[src/hw/rtl/desf_pkg.sv]
// Shared types and constants for the dual encoder speed filter.
// Holds the request and result payload structs, the register map and the filter limits.
// No dependencies.
package desf_pkg;

    typedef struct packed {
        logic req_type;
        logic channel;
        logic b_level;
    } t_in_req;

    typedef struct packed {
        logic signed [31:0] pos_left;
        logic signed [31:0] pos_right;
        logic [1:0]         dir_left;
        logic [1:0]         dir_right;
        logic signed [23:0] speed_left;
        logic signed [23:0] speed_right;
    } t_out_res;

    typedef struct packed {
        logic [15:0] input_gain;
        logic [15:0] feedback_gain;
        logic [7:0]  speed_scale;
        logic        invert_left;
        logic        invert_right;
    } t_cfg;

    localparam logic REQ_PULSE = 1'b0;
    localparam logic REQ_TICK  = 1'b1;

    localparam logic [1:0] DIR_NONE = 2'd0;
    localparam logic [1:0] DIR_FWD  = 2'd1;
    localparam logic [1:0] DIR_REV  = 2'd2;

    localparam int ADDR_W = 5;

    localparam logic [2:0] REG_INPUT_GAIN    = 3'd0;
    localparam logic [2:0] REG_FEEDBACK_GAIN = 3'd1;
    localparam logic [2:0] REG_SPEED_SCALE   = 3'd2;
    localparam logic [2:0] REG_INVERT_LEFT   = 3'd3;
    localparam logic [2:0] REG_INVERT_RIGHT  = 3'd4;

    localparam logic [15:0] RST_INPUT_GAIN    = 16'd6237;
    localparam logic [15:0] RST_FEEDBACK_GAIN = 16'd59299;
    localparam logic [7:0]  RST_SPEED_SCALE   = 8'd12;
    localparam logic        RST_INVERT_LEFT   = 1'b0;
    localparam logic        RST_INVERT_RIGHT  = 1'b1;

    localparam int COEF_BITS = 16;
    localparam int MUL_A_W   = 17;
    localparam int MUL_B_W   = 41;
    localparam int MUL_P_W   = MUL_A_W + MUL_B_W;

    localparam logic signed [39:0] FV_MAX = {1'b0, {39{1'b1}}};
    localparam logic signed [39:0] FV_MIN = {1'b1, {39{1'b0}}};

    localparam logic signed [15:0] DELTA_MAX = 16'sh7FFF;
    localparam logic signed [15:0] DELTA_MIN = 16'sh8000;

    localparam logic signed [39:0] SPEED_MAX = 40'sh00007FFFFF;
    localparam logic signed [39:0] SPEED_MIN = -40'sh0000800000;

    function automatic logic signed [23:0] sat_speed(input logic signed [39:0] x);
        logic signed [23:0] res;
        if (x > SPEED_MAX) begin
            res = SPEED_MAX[23:0];
        end else if (x < SPEED_MIN) begin
            res = SPEED_MIN[23:0];
        end else begin
            res = x[23:0];
        end
        return res;
    endfunction

endpackage

[src/hw/rtl/desf_cfg.sv]
// Configuration register file with an APB-style write and read port.
// Depends on desf_pkg for the register map, reset values and the t_cfg struct.
module desf_cfg (
    input  logic                         i_clk,
    input  logic                         i_rst_n,
    input  logic                         psel,
    input  logic                         penable,
    input  logic                         pwrite,
    input  logic [desf_pkg::ADDR_W-1:0]  paddr,
    input  logic [31:0]                  pwdata,
    output logic [31:0]                  prdata,
    output desf_pkg::t_cfg               o_cfg
);

    desf_pkg::t_cfg r_cfg;
    logic [2:0]     reg_idx;
    logic           wr_en;

    assign reg_idx = paddr[desf_pkg::ADDR_W-1:2];
    assign wr_en   = psel && penable && pwrite;
    assign o_cfg   = r_cfg;

    always_ff @(posedge i_clk) begin
        if (!i_rst_n) begin
            r_cfg.input_gain    <= desf_pkg::RST_INPUT_GAIN;
            r_cfg.feedback_gain <= desf_pkg::RST_FEEDBACK_GAIN;
            r_cfg.speed_scale   <= desf_pkg::RST_SPEED_SCALE;
            r_cfg.invert_left   <= desf_pkg::RST_INVERT_LEFT;
            r_cfg.invert_right  <= desf_pkg::RST_INVERT_RIGHT;
        end else if (wr_en) begin
            case (reg_idx)
                desf_pkg::REG_INPUT_GAIN:    r_cfg.input_gain    <= pwdata[15:0];
                desf_pkg::REG_FEEDBACK_GAIN: r_cfg.feedback_gain <= pwdata[15:0];
                desf_pkg::REG_SPEED_SCALE:   r_cfg.speed_scale   <= pwdata[7:0];
                desf_pkg::REG_INVERT_LEFT:   r_cfg.invert_left   <= pwdata[0];
                desf_pkg::REG_INVERT_RIGHT:  r_cfg.invert_right  <= pwdata[0];
                default: ;
            endcase
        end
    end

    always_comb begin
        case (reg_idx)
            desf_pkg::REG_INPUT_GAIN:    prdata = {16'd0, r_cfg.input_gain};
            desf_pkg::REG_FEEDBACK_GAIN: prdata = {16'd0, r_cfg.feedback_gain};
            desf_pkg::REG_SPEED_SCALE:   prdata = {24'd0, r_cfg.speed_scale};
            desf_pkg::REG_INVERT_LEFT:   prdata = {31'd0, r_cfg.invert_left};
            desf_pkg::REG_INVERT_RIGHT:  prdata = {31'd0, r_cfg.invert_right};
            default:                     prdata = 32'd0;
        endcase
    end

endmodule

[src/hw/rtl/desf_mul.sv]
// Shared signed multiplier with a registered product.
// Depends on desf_pkg for the operand and product widths.
module desf_mul (
    input  logic                                  i_clk,
    input  logic signed [desf_pkg::MUL_A_W-1:0]   i_a,
    input  logic signed [desf_pkg::MUL_B_W-1:0]   i_b,
    output logic signed [desf_pkg::MUL_P_W-1:0]   o_p
);

    logic signed [desf_pkg::MUL_P_W-1:0] r_p;

    assign o_p = r_p;

    always_ff @(posedge i_clk) begin
        r_p <= i_a * i_b;
    end

endmodule

[src/hw/rtl/desf_core.sv]
// Sequencer and datapath: encoder counters, tick deltas and the per-channel filter state.
// Depends on desf_pkg and drives the shared multiplier desf_mul.
module desf_core #(
    parameter int FRAC_BITS = 16
) (
    input  logic               i_clk,
    input  logic               i_rst_n,
    input  desf_pkg::t_cfg     i_cfg,
    input  logic               i_in_valid,
    output logic               o_in_stall,
    input  desf_pkg::t_in_req  i_in_data,
    output logic               o_out_valid,
    input  logic               i_out_stall,
    output desf_pkg::t_out_res o_out_data
);

    localparam int SHL = (FRAC_BITS >= desf_pkg::COEF_BITS) ? FRAC_BITS - desf_pkg::COEF_BITS : 0;
    localparam int SHR = (FRAC_BITS <  desf_pkg::COEF_BITS) ? desf_pkg::COEF_BITS - FRAC_BITS : 0;

    typedef enum logic [2:0] {
        S_IDLE,
        S_DELTA,
        S_RAW,
        S_IN,
        S_FB,
        S_SUM,
        S_DONE
    } t_state;

    t_state                r_state;
    logic                  r_ch;
    logic [31:0]           r_pos  [2];
    logic [31:0]           r_last [2];
    logic [1:0]            r_dir  [2];
    logic signed [39:0]    r_fv   [2];
    logic signed [15:0]    r_delta;
    logic signed [48:0]    r_in_term;
    logic                  r_out_valid;
    desf_pkg::t_out_res    r_out;

    logic signed [desf_pkg::MUL_A_W-1:0] mul_a;
    logic signed [desf_pkg::MUL_B_W-1:0] mul_b;
    logic signed [desf_pkg::MUL_P_W-1:0] mul_p;

    logic signed [31:0]    diff;
    logic signed [15:0]    delta_sat;
    logic signed [48:0]    in_ext;
    logic signed [48:0]    in_sh;
    logic signed [39:0]    fb_term;
    logic signed [49:0]    sum;
    logic signed [39:0]    sum_sat;
    logic                  pulse_inv;
    desf_pkg::t_out_res    result;

    desf_mul u_mul (
        .i_clk (i_clk),
        .i_a   (mul_a),
        .i_b   (mul_b),
        .o_p   (mul_p)
    );

    always_comb begin
        diff = $signed(r_pos[r_ch] - r_last[r_ch]);
        if (diff > $signed({{16{1'b0}}, desf_pkg::DELTA_MAX})) begin
            delta_sat = desf_pkg::DELTA_MAX;
        end else if (diff < $signed({{16{1'b1}}, desf_pkg::DELTA_MIN})) begin
            delta_sat = desf_pkg::DELTA_MIN;
        end else begin
            delta_sat = diff[15:0];
        end
    end

    always_comb begin
        case (r_state)
            S_RAW: begin
                mul_a = {1'b0, 8'd0, i_cfg.speed_scale};
                mul_b = {{25{r_delta[15]}}, r_delta};
            end
            S_IN: begin
                mul_a = {1'b0, i_cfg.input_gain};
                mul_b = {{17{mul_p[23]}}, mul_p[23:0]};
            end
            S_FB: begin
                mul_a = {1'b0, i_cfg.feedback_gain};
                mul_b = {r_fv[r_ch][39], r_fv[r_ch]};
            end
            default: begin
                mul_a = '0;
                mul_b = '0;
            end
        endcase
    end

    assign in_ext = {{9{mul_p[39]}}, mul_p[39:0]};
    assign in_sh  = (FRAC_BITS >= desf_pkg::COEF_BITS) ? (in_ext <<< SHL) : (in_ext >>> SHR);

    assign fb_term = mul_p[55:16];
    assign sum     = {r_in_term[48], r_in_term} + {{10{fb_term[39]}}, fb_term};

    always_comb begin
        if (sum > $signed({{10{1'b0}}, desf_pkg::FV_MAX})) begin
            sum_sat = desf_pkg::FV_MAX;
        end else if (sum < $signed({{10{1'b1}}, desf_pkg::FV_MIN})) begin
            sum_sat = desf_pkg::FV_MIN;
        end else begin
            sum_sat = sum[39:0];
        end
    end

    assign pulse_inv = i_in_data.channel ? i_cfg.invert_right : i_cfg.invert_left;

    always_comb begin
        result.pos_left    = $signed(r_pos[0]);
        result.pos_right   = $signed(r_pos[1]);
        result.dir_left    = r_dir[0];
        result.dir_right   = r_dir[1];
        result.speed_left  = desf_pkg::sat_speed(r_fv[0] >>> FRAC_BITS);
        result.speed_right = desf_pkg::sat_speed(r_fv[1] >>> FRAC_BITS);
    end

    assign o_in_stall  = (r_state != S_IDLE);
    assign o_out_valid = r_out_valid;
    assign o_out_data  = r_out;

    always_ff @(posedge i_clk) begin
        if (!i_rst_n) begin
            r_state     <= S_IDLE;
            r_ch        <= 1'b0;
            r_out_valid <= 1'b0;
            for (int c = 0; c < 2; c++) begin
                r_pos[c]  <= '0;
                r_last[c] <= '0;
                r_dir[c]  <= desf_pkg::DIR_NONE;
                r_fv[c]   <= '0;
            end
        end else begin
            if (r_out_valid && !i_out_stall && r_state != S_DONE) begin
                r_out_valid <= 1'b0;
            end
            case (r_state)
                S_IDLE: begin
                    if (i_in_valid) begin
                        if (i_in_data.req_type == desf_pkg::REQ_PULSE) begin
                            if (i_in_data.b_level ^ pulse_inv) begin
                                r_pos[i_in_data.channel] <= r_pos[i_in_data.channel] + 32'd1;
                                r_dir[i_in_data.channel] <= desf_pkg::DIR_FWD;
                            end else begin
                                r_pos[i_in_data.channel] <= r_pos[i_in_data.channel] - 32'd1;
                                r_dir[i_in_data.channel] <= desf_pkg::DIR_REV;
                            end
                            r_state <= S_DONE;
                        end else begin
                            r_ch    <= 1'b0;
                            r_state <= S_DELTA;
                        end
                    end
                end
                S_DELTA: begin
                    r_delta      <= delta_sat;
                    r_last[r_ch] <= r_pos[r_ch];
                    r_state      <= S_RAW;
                end
                S_RAW: begin
                    r_state <= S_IN;
                end
                S_IN: begin
                    r_state <= S_FB;
                end
                S_FB: begin
                    r_in_term <= in_sh;
                    r_state   <= S_SUM;
                end
                S_SUM: begin
                    r_fv[r_ch] <= sum_sat;
                    if (!r_ch) begin
                        r_ch    <= 1'b1;
                        r_state <= S_DELTA;
                    end else begin
                        r_state <= S_DONE;
                    end
                end
                S_DONE: begin
                    if (!r_out_valid || !i_out_stall) begin
                        r_out       <= result;
                        r_out_valid <= 1'b1;
                        r_state     <= S_IDLE;
                    end
                end
                default: begin
                    r_state <= S_IDLE;
                end
            endcase
        end
    end

endmodule

[src/hw/rtl/dual_encoder_speed_filter.sv]
// Dual encoder counter with filtered speed: a pulse request goes from idle through the done state to its result,
// a tick request through five steps per channel on the one shared multiplier and then the done state.
// One request is in work at a time; the next is taken once the result is in the output register.
// Synchronous active-low reset clears counts, directions, filter state and loads register defaults.
// Depends on desf_pkg, desf_cfg, desf_mul and desf_core.
module dual_encoder_speed_filter #(
    parameter int FRAC_BITS = 16
) (
    input  logic                         i_clk,
    input  logic                         i_rst_n,
    input  logic                         i_in_valid,
    output logic                         o_in_stall,
    input  desf_pkg::t_in_req            i_in_data,
    output logic                         o_out_valid,
    input  logic                         i_out_stall,
    output desf_pkg::t_out_res           o_out_data,
    input  logic                         psel,
    input  logic                         penable,
    input  logic                         pwrite,
    input  logic [desf_pkg::ADDR_W-1:0]  paddr,
    input  logic [31:0]                  pwdata,
    output logic [31:0]                  prdata,
    output logic                         pready
);

    desf_pkg::t_cfg cfg;

    assign pready = 1'b1;

    desf_cfg u_cfg (
        .i_clk   (i_clk),
        .i_rst_n (i_rst_n),
        .psel    (psel),
        .penable (penable),
        .pwrite  (pwrite),
        .paddr   (paddr),
        .pwdata  (pwdata),
        .prdata  (prdata),
        .o_cfg   (cfg)
    );

    desf_core #(
        .FRAC_BITS (FRAC_BITS)
    ) u_core (
        .i_clk       (i_clk),
        .i_rst_n     (i_rst_n),
        .i_cfg       (cfg),
        .i_in_valid  (i_in_valid),
        .o_in_stall  (o_in_stall),
        .i_in_data   (i_in_data),
        .o_out_valid (o_out_valid),
        .i_out_stall (i_out_stall),
        .o_out_data  (o_out_data)
    );

    a_one_request_in_work: assert property (@(posedge i_clk) disable iff (!i_rst_n)
        (i_in_valid && !o_in_stall) |=> o_in_stall)
        else $error("second request taken while one is in work");

    a_pulse_result: assert property (@(posedge i_clk) disable iff (!i_rst_n)
        (i_in_valid && !o_in_stall && i_in_data.req_type == desf_pkg::REQ_PULSE
         && !o_out_valid) |-> ##2 o_out_valid)
        else $error("pulse result not delivered on time");

    a_dir_code: assert property (@(posedge i_clk) disable iff (!i_rst_n)
        o_out_valid |-> (o_out_data.dir_left != 2'd3 && o_out_data.dir_right != 2'd3))
        else $error("direction outside its codes");

endmodule

[config.mk]
export PLATFORM = sky130hd
export DESIGN_NAME = dual_encoder_speed_filter
export DESIGN_NICKNAME = d
export VERILOG_FILES = /design/src/hw/rtl/desf_pkg.sv /design/src/hw/rtl/desf_cfg.sv /design/src/hw/rtl/desf_mul.sv /design/src/hw/rtl/desf_core.sv /design/src/hw/rtl/dual_encoder_speed_filter.sv
export SDC_FILE = /design/constraint.sdc
export NUM_CORES = 2
export LEC_CHECK = 0
export BUFFER_PORTS_ARGS = -buffer_cell sky130_fd_sc_hd__buf_2
export CAP_MARGIN = 20
export CORE_ASPECT_RATIO = 0.6
export CORE_MARGIN = 2
export CORE_UTILIZATION = 35
export CTS_CLUSTER_DIAMETER = 60
export DETAILED_ROUTE_END_ITERATION = 6
export MAX_ROUTING_LAYER = met4
export PLACE_DENSITY_LB_ADDON = 0.2
export SYNTH_ARGS = -nofsm -noshare
export SYNTH_HDL_FRONTEND = slang
export SYNTH_SLANG_ARGS = --single-unit
[constraint.sdc]
create_clock -name i_clk -period 18.9 [get_ports i_clk]
set_input_delay 0.945 -clock i_clk [delete_from_list [all_inputs] [get_ports i_clk]]
set_output_delay 0.945 -clock i_clk [all_outputs]
set_load 0.02 [all_outputs]
== Yosys cells after proc, flatten, opt, wreduce, memory -nomap -nowiden ==
Memory sizes are Yosys's and may differ from the RTL's. A register that Yosys moved wholly into a read port is not among the register bits.
Cells that the tools add are included.

* Bits in registers: 207
* Memory bits (writable): 212
* Bits of input ports: 47
* Output and inout port bits: 151
* Word-level logic and storage cells: 131
* Memories kept: 4

* $add $sub $neg: 4
* Multiply operators: 1
* Order comparisons: 8
* Equality and inequality tests: 14
* Muxes and demuxes: 59
* Bitwise operators: 3
* Reduce and logical (&&, ||, !) cells: 25

{| class="wikitable"
|+ Memories
! name !! depth !! bits a word !! read ports !! clocked after Yosys merged registers in !! write ports !! RTL line !! RTL
|-
| u_core.r_fv || 2 || 40 || 3 || 1 || 2 || desf_core.sv:35 || <nowiki>logic signed [39:0] r_fv [2];</nowiki>
|-
| u_core.r_last || 2 || 32 || 1 || 1 || 2 || desf_core.sv:33 || <nowiki>logic [31:0] r_last [2];</nowiki>
|-
| u_core.r_pos || 2 || 32 || 4 || 3 || 2 || desf_core.sv:32 || <nowiki>logic [31:0] r_pos [2];</nowiki>
|-
| u_core.r_dir || 2 || 2 || 2 || 2 || 2 || desf_core.sv:34 || <nowiki>logic [1:0] r_dir [2];</nowiki>
|}

{| class="wikitable"
|+ Operators by type and width
! cell !! number
|-
| $pmux W41 S3 || 1
|-
| $mux W40 || 3
|-
| $mux W32 || 3
|-
| $pmux W16 S5 || 1
|-
| $reduce_or A32 Y1 || 2
|-
| $mul A17 B41 Y56 || 1
|-
| $gt A50 B40 Y1 const B || 1
|-
| $lt A50 B40 Y1 const B || 1
|-
| $gt A24 B24 Y1 const B || 2
|-
| $lt A24 B24 Y1 const B || 2
|-
| $mux W24 || 2
|-
| $pmux W16 S3 || 1
|-
| $add A40 B40 Y41 || 1
|-
| $reduce_or A40 Y1 || 1
|-
| $mux W1 || 39
|-
| $add A32 B1 Y32 const B || 1
|-
| $gt A32 B16 Y1 const B || 1
|-
| $lt A32 B16 Y1 const B || 1
|-
| $sub A32 B1 Y32 const B || 1
|-
| $sub A32 B32 Y32 || 1
|-
| $pmux W3 S7 || 1
|-
| $mux W16 || 1
|-
| $reduce_and A2 Y1 || 8
|-
| $eq A3 B2 Y1 const B || 4
|-
| other kinds (18) || 34
|}

== Longest topological paths before layout ==
* Depth in word-level cells: 11
* Mapped depth: 32
* Gate-level depth less buffers: 28

== By module ==
From an unflattened synthesis, not the netlist that was laid out.

* Cell total of the unflattened synthesis: 4851
* Area total of the unflattened synthesis: 47959.7 um2

{| class="wikitable"
|+ By module, submodules not included
! module !! times used !! cells an instance !! area an instance (um2) !! sequential area each (um2)
|-
| desf_mul || 1 || 2723 || 24524.8 || 1161.1
|-
| desf_core || 1 || 1873 || 21200.3 || 11651.2
|-
| desf_cfg || 1 || 253 || 2223.4 || 840.8
|-
| dual_encoder_speed_filter || 1 || 2 || 11.3 || 0.0
|}

== Worst setup path before layout ==
OpenSTA, ideal clock, no wires.

* Path type: reg2reg
* Start: reg u_core.r_state[0]
* End: reg u_core.u_mul.r_p, in the netlist u_core.u_mul.o_p[49]
* Library setup time: 127 ps
* Data arrival time: 7916 ps
* Data required time: 18773 ps
* Path slack: 10858 ps
* Stages on the path, launching flop included: 28
* Path buffers: 3
* Period minus slack after synthesis: 8042 ps
* Cells stage by stage: dfxtp_1 buf_1 buf_1 mux2i_1 o21ai_1 clkbuf_1 nand2_1 fa_1 fa_1 fa_1 inv_1 fa_1 fa_1 inv_1 fa_1 inv_1 ha_1 a211o_1 a21oi_1 o21ai_0 a221o_1 a221oi_1 o21ai_0 a221oi_1 o21ai_0 nand3_1 o21ai_0 xor2_1

* Cells in the longest elaborated chain, start to end: 3
* Elaborated cells on any way between the ends: 6
* Classes of those cells: mul: 1; eq/ne: 3; mux: 2

{| class="wikitable"
|+ RTL lines
! element !! RTL line !! RTL
|-
| from (decl) || desf_core.sv:30 || <nowiki>t_state r_state;</nowiki>
|-
| from (signal assigned) || desf_core.sv:127 || <nowiki>r_state <= S_IDLE;</nowiki>
|-
| from (signal assigned) || desf_core.sv:151 || <nowiki>r_state <= S_DONE;</nowiki>
|-
| from (signal assigned) || desf_core.sv:154 || <nowiki>r_state <= S_DELTA;</nowiki>
|-
| $eq A3 B3 Y1 or $eq A3 B2 Y1 (tied branches) || desf_core.sv:74 || <nowiki>case (r_state)</nowiki>
|-
| $pmux W16 S3 or $pmux W41 S3 (tied branches) || desf_core.sv:74 ||
|-
| $mul A17 B41 Y56 (*) || desf_mul.sv:15 || <nowiki>r_p <= i_a * i_b;</nowiki>
|-
| to (signal assigned) || desf_mul.sv:15 ||
|-
| to (decl) || desf_mul.sv:10 || <nowiki>logic signed [desf_pkg::MUL_P_W-1:0] r_p;</nowiki>
|}

Every way passes the cells marked *; elsewhere a longest branch is shown, timed or not.
A chain may end at the register's enable or synchronous reset.

== Final worst setup path ==
* Start: reg u_core.r_state[0]
* End: reg u_core.u_mul.r_p, in the netlist u_core.u_mul.o_p[53]

The elaborated chain is that of the path after synthesis.

==> impl_summary.md <==
Logic synthesis
The cell count after synthesis is 4640. After synthesis the cells add up to 45200 sq um. For this run, asynchronously set or reset flops after synthesis account for 0%. A synthesized cell averages 9.74 sq um. Among all flip-flop cells after synthesis, the most frequent one is sky130_fd_sc_hd__edfxtp_1.

The count of cell types in the netlist is 74. By count the netlist is led by 747 x sky130_fd_sc_hd__inv_1, 599 x sky130_fd_sc_hd__fa_1, 579 x sky130_fd_sc_hd__nand2_1. The cell type contributing the most total cell area after synthesis is sky130_fd_sc_hd__fa_1. Sequential elements use 30.1% of the synthesized area. The number of warnings reported in the yosys synthesis log is 0.

The top cell type's share of synthesized area is 26.5%. Yosys mapped a number of flops with a built-in enable equal to 384. The number of register bits inferred by synthesis is 488.

The cell with the most instances after synthesis is sky130_fd_sc_hd__inv_1. Yosys attributes the largest share of cell area to sky130_fd_sc_hd__fa_1 27%, sky130_fd_sc_hd__edfxtp_1 26%, sky130_fd_sc_hd__ha_1 6.4%.

Drt
Once detail routing completed, the nets flagged for antenna violations numbered 0. Using the TritonRoute via totals, the vias-per-cell ratio works out to 5.09. The number of vias after detailed routing is 32900. The DRC violation total after the first TritonRoute iteration is 3252.

After detailed routing, the total wire length is 142000 microns. The residual DRC count is 0. For this run, the detailed router's first-pass iteration total came to 6. In the final routed layout, each cell accounts on average for 21.9 microns.

Worst hold path
The worst hold path class is flop to flop.

Die
The floorplan step defined a die boundary enclosing 132000 sq um. The placement row count is 102. The floorplan die width is 468 microns.

The effective utilization at floorplan is 35.1%. After floorplanning, the core was sized to cover 129000 sq um. The die extent in y is 282 microns. Pin placement for this block handled 198 I/O pins.

STA
After routing, the total negative slack on setup checks comes to 0 ns. Dividing the final minimum period by the clock period gives 52.3%. The worst-case clock skew is 0.0615 ns. Setup violations remaining at the end of the flow were counted as 0. The hold violation count in the final report is 0.

Setup repair after global routing left no endpoint under its margin. The worst pin sits at a relative slew slack of 23.0%. The clock period minus worst slack is 9.88 ns.

Final hold analysis gives a worst-case slack of 0.416 ns. Derived from the worst setup path, the maximum achievable clock frequency is 0.101 GHz. For the pin with the worst max-slew slack, the measured transition is 1.15 ns. The number of max-slew violations in the final report is 0.

Worst setup path
The worst setup path is launched from a flop. The startpoint-to-endpoint class of the critical path is flop to flop. Along the worst path, the maximum fanout reaches 41. STA classifies the critical path endpoint as a flop. At the worst endpoint, the arrival time is 10.39 ns. Data on the critical path is required at its endpoint by 19.41 ns.

CTS
The number of H-tree branching levels is 2. Clock tree synthesis selected as its root buffer the cell sky130_fd_sc_hd__clkbuf_16. TritonCTS built the clock tree. After clock tree synthesis, the clock-pin slew on the worst setup and hold paths is 0.06 ns. The number of setup buffers added after CTS is 0. The clock net in this run drives a total of 488 sinks. At the later pin of the worst-skew pair, clock insertion delay measures 0.63 ns. The number of hold buffers added after cts is 0. Post-CTS repair changed the size of 0 cells. The worst-case clock buffer depth is 3. The total clock buffers created by CTS is 51.

GRT
Entering global routing, the biggest net connects 86 pins. The number of antenna violations at the first check in global routing is 1. The wire length of the first global-routing pass is 213000 microns. The aggregate global routing overflow is 0. The total global routing track utilization is 22.2%. The via count of the first global-routing pass was 31800.

Cells and area
The share of layout cells above drive strength 1 is 9.02%. Once layout is complete, the utilization of the core stands at 38.8%. The growth of design area from synthesis to finish is 10.3%. The count of nets after finishing is 5577. Fill cells in the final layout number 12800. The count of cells in the finished layout, fillers not included, comes to 6460.

Placement
The port buffer count is 162. The placed wire-length estimate after detailed placement is 110000 microns. At the end of routability-driven placement, the weighted congestion stood at 0.931. After detailed placement, the design holds a cell count of 6354.

Run
The tool flagged a number of max-cap violations equal to 0.

Pwr
IR analysis of the VDD net gives a maximum drop of 74.9 uV. Overall power consumption after layout is estimated at 0.00382 W. The total power per unit cell area is 76.6 nW/um^2. For this design the static power due to leakage is 22.2 nW.

Outcome
The flow ran to the end, and the final reports show no timing, DRC or antenna violations.
-- per-layer routing --
metal  track usage (%)  vias up  part of all wire (%)
met5                 -        -                     0
met4              2.27        0                  0.87
met3              6.97       85                    12
met2              25.3     1283                    34
met1              37.0    16500                    53
li1                  -    15000                     -
-- flip-flops by register name, summed over array words and instances, names as in the netlist, 3 cells and up, named ones only --
name and count:
u_core.r_in_term 40, u_core.r_dir 4, u_core.r_fv 80, u_core.r_pos 64
u_core.r_state 3, u_core.u_mul.o_p 56, o_out_data 68, u_core.o_out_data 48
u_cfg.o_cfg 42, u_core.r_delta 16, u_core.r_last 64
-- worst paths after layout --
| check | slack [ns] | start | to | cells after the start |
|---|---|---|---|---|
| min reg2reg | 0.42 | u_core.u_mul.o_p[14]$_DFF_P_ | u_core.r_in_term[14]$_DFFE_PP_ | 0 |
| max | 9.02 | u_core.r_state[0]$_SDFFE_PN0P_ | u_core.u_mul.o_p[53]$_DFF_P_ | 26 |
| min | 0.42 | u_core.u_mul.o_p[14]$_DFF_P_ | u_core.r_in_term[14]$_DFFE_PP_ | 0 |
| max reg2reg | 9.02 | u_core.r_state[0]$_SDFFE_PN0P_ | u_core.u_mul.o_p[53]$_DFF_P_ | 26 |
-- area by class of cell --
cell class,count,area [sq um],area share (%)
Multi-Input combinational cell,3159,28000,56.1
Clock inverter,34,362,0.726
Timing Repair Buffer,253,1550,3.11
Sequential cell,488,13600,27.3
Clock buffer,62,1380,2.77
Inverter,747,2800,5.63
Tap cell,1716,2150,4.31
Antenna cell,1,2.50,0.00502
-- power by group --
part / leakage [nW] / total (W) / internal, W / switching (W)
clock: 0.844 / 0.00104 / 0.000583 / 0.000458
sequential: 4.62 / 0.00132 / 0.00125 / 0.0000718
combinational: 16.7 / 0.00145 / 0.000487 / 0.000965
total: 22.2 / 0.00382 / 0.00232 / 0.00149
-- placed cells by master, fill, tap and decap left out, types with 42 or more instances in the layout --
cell                        count
sky130_fd_sc_hd__o21ai_0       83
sky130_fd_sc_hd__inv_1        747
sky130_fd_sc_hd__xor2_1        59
sky130_fd_sc_hd__buf_4         87
sky130_fd_sc_hd__edfxtp_1     384
sky130_fd_sc_hd__o21a_1        42
sky130_fd_sc_hd__dfxtp_1      102
sky130_fd_sc_hd__ha_1         231
sky130_fd_sc_hd__clkbuf_16     52
sky130_fd_sc_hd__nor2_1       556
sky130_fd_sc_hd__xnor2_1       93
sky130_fd_sc_hd__nand3_1       51
sky130_fd_sc_hd__a21o_1        92
sky130_fd_sc_hd__mux2i_1      142
sky130_fd_sc_hd__nand2_1      575
sky130_fd_sc_hd__buf_2        162
sky130_fd_sc_hd__a21oi_1      221
sky130_fd_sc_hd__fa_1         599
-- kinds of logic (layout without fill, tap and decap cells) --
group | after synthesis | after routing | synth area share [%]
compound gates | 645 | 645 | 9.29
xor+xnor | 152 | 152 | 2.95
fa+ha+maj | 830 | 830 | 32.9
buf+inv | 1008 | 1096 | 8.54
flops | 488 | 488 | 30.1
mux | 175 | 175 | 3.97
other cells | 2 | 18 | 0.0166
simple gates | 1340 | 1340 | 12.2
-- through the flow --
| step | setup slack, ns | cell area (sq um) |
|---|---|---|
| after floorplan | 10.86 | 45200 |
| after global placement | 9.31 | 48000 |
| after detailed placement | 9.23 | 48000 |
| after CTS | 9.21 | 49700 |
| after global routing | 8.63 | 49800 |
| final | 9.02 | 49800 |
-- critical path, stage by stage (launching register included) --
cell,delay (ns)
sky130_fd_sc_hd__dfxtp_2,0.31
sky130_fd_sc_hd__buf_4,0.28
sky130_fd_sc_hd__nor2_1,0.32
sky130_fd_sc_hd__and2_1,0.94
sky130_fd_sc_hd__a22o_1,0.31
sky130_fd_sc_hd__buf_4,0.56
sky130_fd_sc_hd__nand2_1,0.16
sky130_fd_sc_hd__fa_1,0.55
sky130_fd_sc_hd__inv_1,0.05
sky130_fd_sc_hd__fa_1,0.48
sky130_fd_sc_hd__fa_1,0.63
sky130_fd_sc_hd__fa_1,0.46
sky130_fd_sc_hd__fa_1,0.54
sky130_fd_sc_hd__inv_1,0.05
sky130_fd_sc_hd__fa_1,0.74
sky130_fd_sc_hd__inv_1,0.10
sky130_fd_sc_hd__ha_1,0.40
sky130_fd_sc_hd__nand3_1,0.18
sky130_fd_sc_hd__or3_1,0.45
sky130_fd_sc_hd__nor2_1,0.12
sky130_fd_sc_hd__a221oi_1,0.10
sky130_fd_sc_hd__o21ai_0,0.61
sky130_fd_sc_hd__a221oi_1,0.28
sky130_fd_sc_hd__o211a_1,0.31
sky130_fd_sc_hd__a211oi_1,0.37
sky130_fd_sc_hd__a31oi_1,0.16
sky130_fd_sc_hd__xnor2_1,0.15
No activity file was read; power rests on OpenSTA's default activity.
